### src/dtq_pkg.sv
// Shared types, constants and codes of the deadline timer queue.
package dtq_pkg;

    localparam int NUM_TIMERS = 32;
    localparam int SLOT_W     = $clog2(NUM_TIMERS);
    localparam int IDX_W      = $clog2(NUM_TIMERS + 1);
    localparam int TIME_W     = 64;
    localparam int PER_W      = 32;
    localparam int IN_DATA_W  = 104;
    localparam int OUT_DATA_W = 80;
    localparam int PADDR_W    = 3;

    localparam logic [PER_W-1:0]  DEFAULT_WINDOW = PER_W'(60 * 60 * 1000);
    localparam logic [TIME_W-1:0] ALL_ONES       = '1;

    typedef logic [NUM_TIMERS-1:0] t_mask;

    typedef enum logic [2:0] {
        OP_ADD     = 3'd0,
        OP_CANCEL  = 3'd1,
        OP_REFRESH = 3'd2,
        OP_RESET   = 3'd3,
        OP_QUERY   = 3'd4,
        OP_EXPIRE  = 3'd5
    } t_op;

    typedef enum logic [1:0] {
        ST_OK   = 2'd0,
        ST_NONE = 2'd1,
        ST_FULL = 2'd2
    } t_status;

    typedef enum logic {
        ALU_ADD = 1'b0,
        ALU_SUB = 1'b1
    } t_alu_op;

    typedef enum logic [3:0] {
        S_IDLE, S_ADD, S_RD, S_REF, S_RST1, S_RST2, S_WSCAN, S_QSCAN,
        S_QFIN, S_ROLL1, S_ROLL2, S_DSCAN, S_SSCAN, S_FIRE, S_UPD, S_EMIT
    } t_state;

    typedef struct packed {
        logic              en_dl;
        logic              en_per;
        logic [SLOT_W-1:0] addr;
        logic [TIME_W-1:0] dl;
        logic [PER_W-1:0]  per;
    } t_mem_wr;

endpackage

### src/dtq_alu.sv
// Shared 64-bit add and subtract unit with borrow output.
module dtq_alu (
    input  dtq_pkg::t_alu_op             i_op,
    input  logic [dtq_pkg::TIME_W-1:0]   i_a,
    input  logic [dtq_pkg::TIME_W-1:0]   i_b,
    output logic [dtq_pkg::TIME_W-1:0]   o_res,
    output logic                         o_borrow
);
    logic                         sub;
    logic [dtq_pkg::TIME_W:0]     sum;

    assign sub = (i_op == dtq_pkg::ALU_SUB);
    assign sum = {1'b0, i_a} + {1'b0, (sub ? ~i_b : i_b)} + {{dtq_pkg::TIME_W{1'b0}}, sub};
    assign o_res    = sum[dtq_pkg::TIME_W-1:0];
    // A subtraction borrows when no carry comes out of the top bit.
    assign o_borrow = sub & ~sum[dtq_pkg::TIME_W];
endmodule

### config.mk
export PLATFORM = sky130hd
export DESIGN_NAME = dtq_alu
export DESIGN_NICKNAME = d
export VERILOG_FILES = /design/src/dtq_pkg.sv /design/src/dtq_alu.sv
export SDC_FILE = /design/constraint.sdc
export NUM_CORES = 1
export LEC_CHECK = 0
export BUFFER_PORTS_ARGS = -buffer_cell sky130_fd_sc_hd__buf_2
export CAP_MARGIN = 15
export CORE_MARGIN = 5
export CORE_UTILIZATION = 55
export DETAILED_ROUTE_END_ITERATION = 8
export GPL_TIMING_DRIVEN = 0
export PLACE_DENSITY = 0.91
export RECOVER_POWER = 100
export SYNTH_ARGS = -nofsm -noshare
export SYNTH_HDL_FRONTEND = slang
export SYNTH_SLANG_ARGS = --single-unit
### constraint.sdc
create_clock -name vclk -period 12.13
set_clock_uncertainty 0.15 [all_clocks]
set_input_delay 1.213 -clock vclk [all_inputs]
set_output_delay 1.213 -clock vclk [all_outputs]
set_load 0.005 [all_outputs]
==> qor.txt, run 1 <==
GR Util met1 = 0.341
Setup Viol. Count Final = 0
Ant. Diodes = 0
Final #Nets = 1040
Mean Syn Cell Area = 6.89 sq um
Total Wirelength = 14.4 mm
Count leader, synth = xor2_1
FP Rows = 33
Num ports = 194
Most Crowded Layer GR = met2
Max frequency = 0.139 GHz
Gr usage total = 0.266
Worst Path Class, Setup = in -> out
RSZ-0062 raised after global routing = false
Multi-input gate area = 0.00421 sq mm
Peak VDD IR = 45.1 uV
Met3 Track Usage GR = 0.0271
Power Density = 82.0 mW/mm^2
Slew Limit Fails = 0
Post-synth cell types = 59
Routed Antenna Nets = 0
Register Area = 0 sq um
Post-CTS sizing = 0
Area share of the largest cell type after synthesis = 0.176
Layout cells sized above 1 = 0.207
Outcome = complete, no violations
Crit path DAT = 5.84 ns
Detailed-route via count = 5506
Synth Net Count = 844
Final hold vios = 0
Die Height = 100 um
Max-slew headroom = 0.395
Drc violations = 0
Cells after Synth = 651
Crit share post-route = 0.594
Met2 Use GR = 0.478
CP required = 10.77 ns
Initial Utilization = 0.554
Hold Path Stages = 3
Leak Pwr = 0.00272 uW
Max cap viols = 0
Area grow syn2layout = 22.7%
Number of synthesis warnings = 0
Port bufs = 194
Hold Crit Class = in -> out
Crit-path max FO = 10
Clock buffer cells = 0
Worst setup SP type = input pin
Die W = 100 um
Global route overflow = 0
Vias per cell = 5.80
Final Wtd Congestion = 0.976
Initial DRC Count = 231
Cell taking the most area after synthesis = ha_1
Worst Max-Slew Pin Slew = 0.907 ns
Number of global-route vias before repair = 5171
DPL Wire Length = 12.2 mm
Sequential cells = 0
Synth top area cells = ha_1, xor2_1, a21oi_1, xnor2_1, a21o_1
WL/cell = 15.1 um
Fin util = 0.680
Post-CTS Setup Bufs = 0
Final Power = 451 uW
Post-synth top cells = xor2_1, a21oi_1, ha_1
Floorplan core area = 0.00809 sq mm
Fillers = 770
Hold_buf cts = 0
Setup TNS = 0 ns
First-pass GRT wire length = 23.0 mm
Minimum clock period = 7.21 ns
Critical Path Sink Type = primary output
Initial antenna violation count = 0
Largest net degree at the start of global routing = 11
Drt pass-1 iters = 5
Die area = 0.0101 sq mm
Sequential share of the synthesized area = 0
Netlist Area Pre-Place = 0.00449 sq mm
-- cells in the final DEF, fill, tap and decap left out, types with 22 or more instances in the layout --
| cell type | instances |
|---|---|
| xor2_1 | 87 |
| nand2_1 | 52 |
| ha_1 | 63 |
| xnor2_1 | 35 |
| a21o_1 | 33 |
| clkbuf_1 | 65 |
| buf_2 | 152 |
| nor2_1 | 37 |
| inv_1 | 22 |
| a21oi_1 | 77 |
| o21ai_0 | 42 |
-- routing by layer --
| layer | vias to the layer above | part of all wire |
|---|---|---|
| li1 | 2764 | - |
| met1 | 2475 | 0.42 |
| met2 | 241 | 0.48 |
| met3 | 26 | 0.080 |
| met4 | 0 | 0.021 |
| met5 | - | 0 |
-- cells by family after synthesis --
kind of cell             after synthesis  share of synthesized area
buffers and inverters                 59                     0.0552
adder cells (fa/ha/maj)               64                      0.180
XOR/XNOR                             122                      0.238
AND/OR/NAND/NOR                      173                      0.185
AO/OA/AOI/OAI                        232                      0.340
multiplexers                           1                    0.00223
-- worst paths after layout --
check,slack [ns],startpoint,endpoint
worst min-delay path,2.53,i_a[0],o_res[0]
worst max-delay path,4.92,i_op,o_res[59]
-- where the power goes --
group | total [uW] | switching [uW] | internal [uW]
clock | 0 | 0 | 0
sequential | 0 | 0 | 0
combinational | 451 | 260 | 192
total | 451 | 260 | 192
-- per-stage QoR --
stage               worst slack, ns  area [sq um]  hold WS [ns]  std cells
global placement               5.08          5590          2.54        950
detailed placement             5.14          5590          2.54        950
global route                   4.54          5510          2.56        950
floorplan                      6.31          4490          2.33        651
CTS                            5.12          5590          2.54        950
finish                         4.92          5510          2.53        950
-- area by class of cell --
cell class	instances	area share
multi-input cells	592	0.765
well taps	105	0.0239
plain buffers	37	0.0300
inverters	22	0.0150
repair buffers	194	0.166
-- worst max-delay path, stage by stage --
cell and delay [ns]:
clkbuf_1 0.08, clkbuf_1 0.59, clkbuf_1 0.75, xor2_1 0.27
ha_1 0.28, buf_6 0.14, a211oi_1 0.28, o211a_1 0.23
o31ai_1 0.11, or3b_1 0.44, o211ai_2 0.16, o211ai_1 0.24
a41o_1 0.38, a31o_4 0.29, a311oi_2 0.24, clkbuf_1 0.15
Note: power is estimated with default switching activity, not from simulation.
==> run 2, diff against run 1 <==
- ABC_AREA: not set -> 1
- CORE_UTILIZATION: 55 -> 49
- PLACE_DENSITY: 0.91 -> 0.81
- clock period: 12.13 -> 6.37 ns (I/O delays scaled with it)
==> run 2 against run 1 <==
Compared with the run above: critical path type unchanged; total power rose by 120%; highest routed layer unchanged; final area rose by 28%; combinational power rose by 120%.
==> qor.txt, run 2 <==
Minimum clock period = 4.99 ns
Outcome = complete, no violations
Final #Nets = 1579 (+52%)
Gr usage total = 0.316 (+0.0503)
Crit share post-route = 0.783
Crit-path max FO = 10 (unchanged)
Drt pass-1 iters = 5 (unchanged)
Final hold vios = 0 (unchanged)
Max cap viols = 0 (unchanged)
Initial Utilization = 0.498 (-0.0560)
Count leader, synth = nand2_1
Routed Antenna Nets = 0 (unchanged)
Largest net degree at the start of global routing = 11 (unchanged)
CP max stage cell = clkbuf_1
Detailed-route via count = 7912 (+44%)
Critical Path Sink Type = primary output
Setup Viol. Count Final = 0 (unchanged)
Total Wirelength = 23.8 mm (+66%)
Hold_buf cts = 0 (unchanged)
RSZ-0062 raised after global routing = false
DP Worst Slack = 2.20 ns (-2.94 ns)
Worst setup SP type = input pin
Area share of the largest cell type after synthesis = 0.280 (+0.104)
Initial antenna violation count = 0 (unchanged)
Critical path buffer and inverter count = 4 (-1)
Ant. Diodes = 0 (unchanged)
Global route overflow = 0 (unchanged)
Hold Path Stages = 3 (unchanged)
End of the critical path = o_res[37]
Drc violations = 0 (unchanged)
Synth Net Count = 1383 (+64%)
Post-CTS Setup Bufs = 0 (unchanged)
Fillers = 1375 (+79%)
Most frequent cells in the layout = nand2_1, inv_1, buf_2
Max-slew headroom = 0.376 (-0.0196)
Port bufs = 194 (unchanged)
Critical Path, Cell by Cell = buf_2 > clkbuf_1 > clkbuf_1 > xor2_1 > ha_1 > nand2_1 > nor2_1 > nand2_1 > nor2_1 > nand2_1 > nand3_1 > nand2_1 > nand2_1 > xor2_1 > clkbuf_1
Initial DRC Count = 647 (+180%)
Area grow syn2layout = 17.9%
Cell taking the most area after synthesis = nand2_1
Vias per cell = 5.17 (-11%)
Multi-input gate area = 0.00503 sq mm (+19%)
Critical Path Stages = 15 (-1)
CP required = 5.58 ns (-5.19 ns)
Post-synth top cells = nand2_1, inv_1, nor2_1
Setup TNS = 0 ns (unchanged)
Peak VDD IR = 73.3 uV (+63%)
Synth top area cells = nand2_1, inv_1, xor2_1, ha_1, nor2_1
First-pass GRT wire length = 36.8 mm (+60%)
Crit path DAT = 4.20 ns (-1.64 ns)
Post-CTS sizing = 0 (unchanged)
Leak Pwr = 0.00438 uW (+61%)
Sequential cells = 0 (unchanged)
Register Area = 0 sq um (unchanged)
Final non-filler cell total = 1531 (+61%)
Cells after Synth = 1190 (+83%)
Max frequency = 0.200 GHz
Die W = 120 um (+20%)
Worst Path Class, Setup = in -> out
Clock buffer cells = 0 (unchanged)
DPL Wire Length = 21.4 mm (+75%)
Number of synthesis warnings = 0 (unchanged)
Num ports = 194 (unchanged)
Die area = 0.0145 sq mm (+44%)
Layout cells sized above 1 = 0.139 (-0.0676)
Die Height = 120 um (+20%)
Worst Slack Setup Final = 1.38 ns (-3.54 ns)
Post-synth cell types = 28 (-53%)
Sequential share of the synthesized area = 0 (unchanged)
Worst Max-Slew Pin Slew = 0.936 ns (+0.0294 ns)
Crit path launch = i_op
Floorplan core area = 0.0120 sq mm (+48%)
Commonest non-fill, non-tap cell in the layout = nand2_1
Crit-path leading delay family = buffers and inverters
Mean Syn Cell Area = 5.01 sq um (-27%)
Number of global-route vias before repair = 7291 (+41%)
Netlist Area Pre-Place = 0.00596 sq mm (+33%)
WL/cell = 15.5 um (+2.8%)
Placed Cells = 1531 (+61%)
Power Density = 143 mW/mm^2 (+74%)
Most frequent CP cell = nand2_1
Hold Crit Class = in -> out
CP peak stage delay = 0.76 ns (about the same)
Final Wtd Congestion = 1.03 (+5.7%)
FP Rows = 40 (+21%)
Slew Limit Fails = 0 (unchanged)
run 2: cells by family after synthesis:
family | count (synthesis) | share of synthesized area
xor+xnor | 96 | 0.141
fa+ha+maj | 64 | 0.136
compound gates | 139 | 0.126
buf+inv | 234 | 0.149
simple gates | 657 | 0.449
run 2: worst min path at each step:
stage	slack [ns]	from	end
3_3_place_gp	1.39	i_a[0]	o_res[0]
2_1_floorplan	1.18	i_b[0]	o_res[0]
6_report	1.38	i_a[0]	o_res[0]
3_5_place_dp	1.39	i_a[0]	o_res[0]
4_1_cts	1.39	i_a[0]	o_res[0]
5_1_grt	1.40	i_a[0]	o_res[0]
run 2: power by group:
part	switching (uW)	leakage, uW	internal, uW
registers	0	0	0
logic	648	0.00438	356
clock network	0	0	0
run 2: final cells by class:
cell class	count	share of cell area
multi-input cells	956	0.716
repair buffers	194	0.132
inverters	227	0.121
well taps	147	0.0262
plain buffers	7	0.00463
run 2: routing by layer:
layer,vias up,wire (um),track usage
met4,0,598,0.0652
met2,341,10200,0.504
met3,33,2140,0.0332
li1,4022,-,-
met1,3516,10800,0.462
met5,-,0,0
run 2: stage by stage:
step           utilization  hold WS, ns  area [sq um]  power [uW]
2_1_floorplan            -         1.18          5960         628
3_3_place_gp         0.595         1.39          7120        1000
3_5_place_dp         0.595         1.39          7120        1010
4_1_cts              0.595         1.39          7120        1010
5_1_grt              0.587         1.40          7030        1110
6_report             0.587         1.38          7030        1000
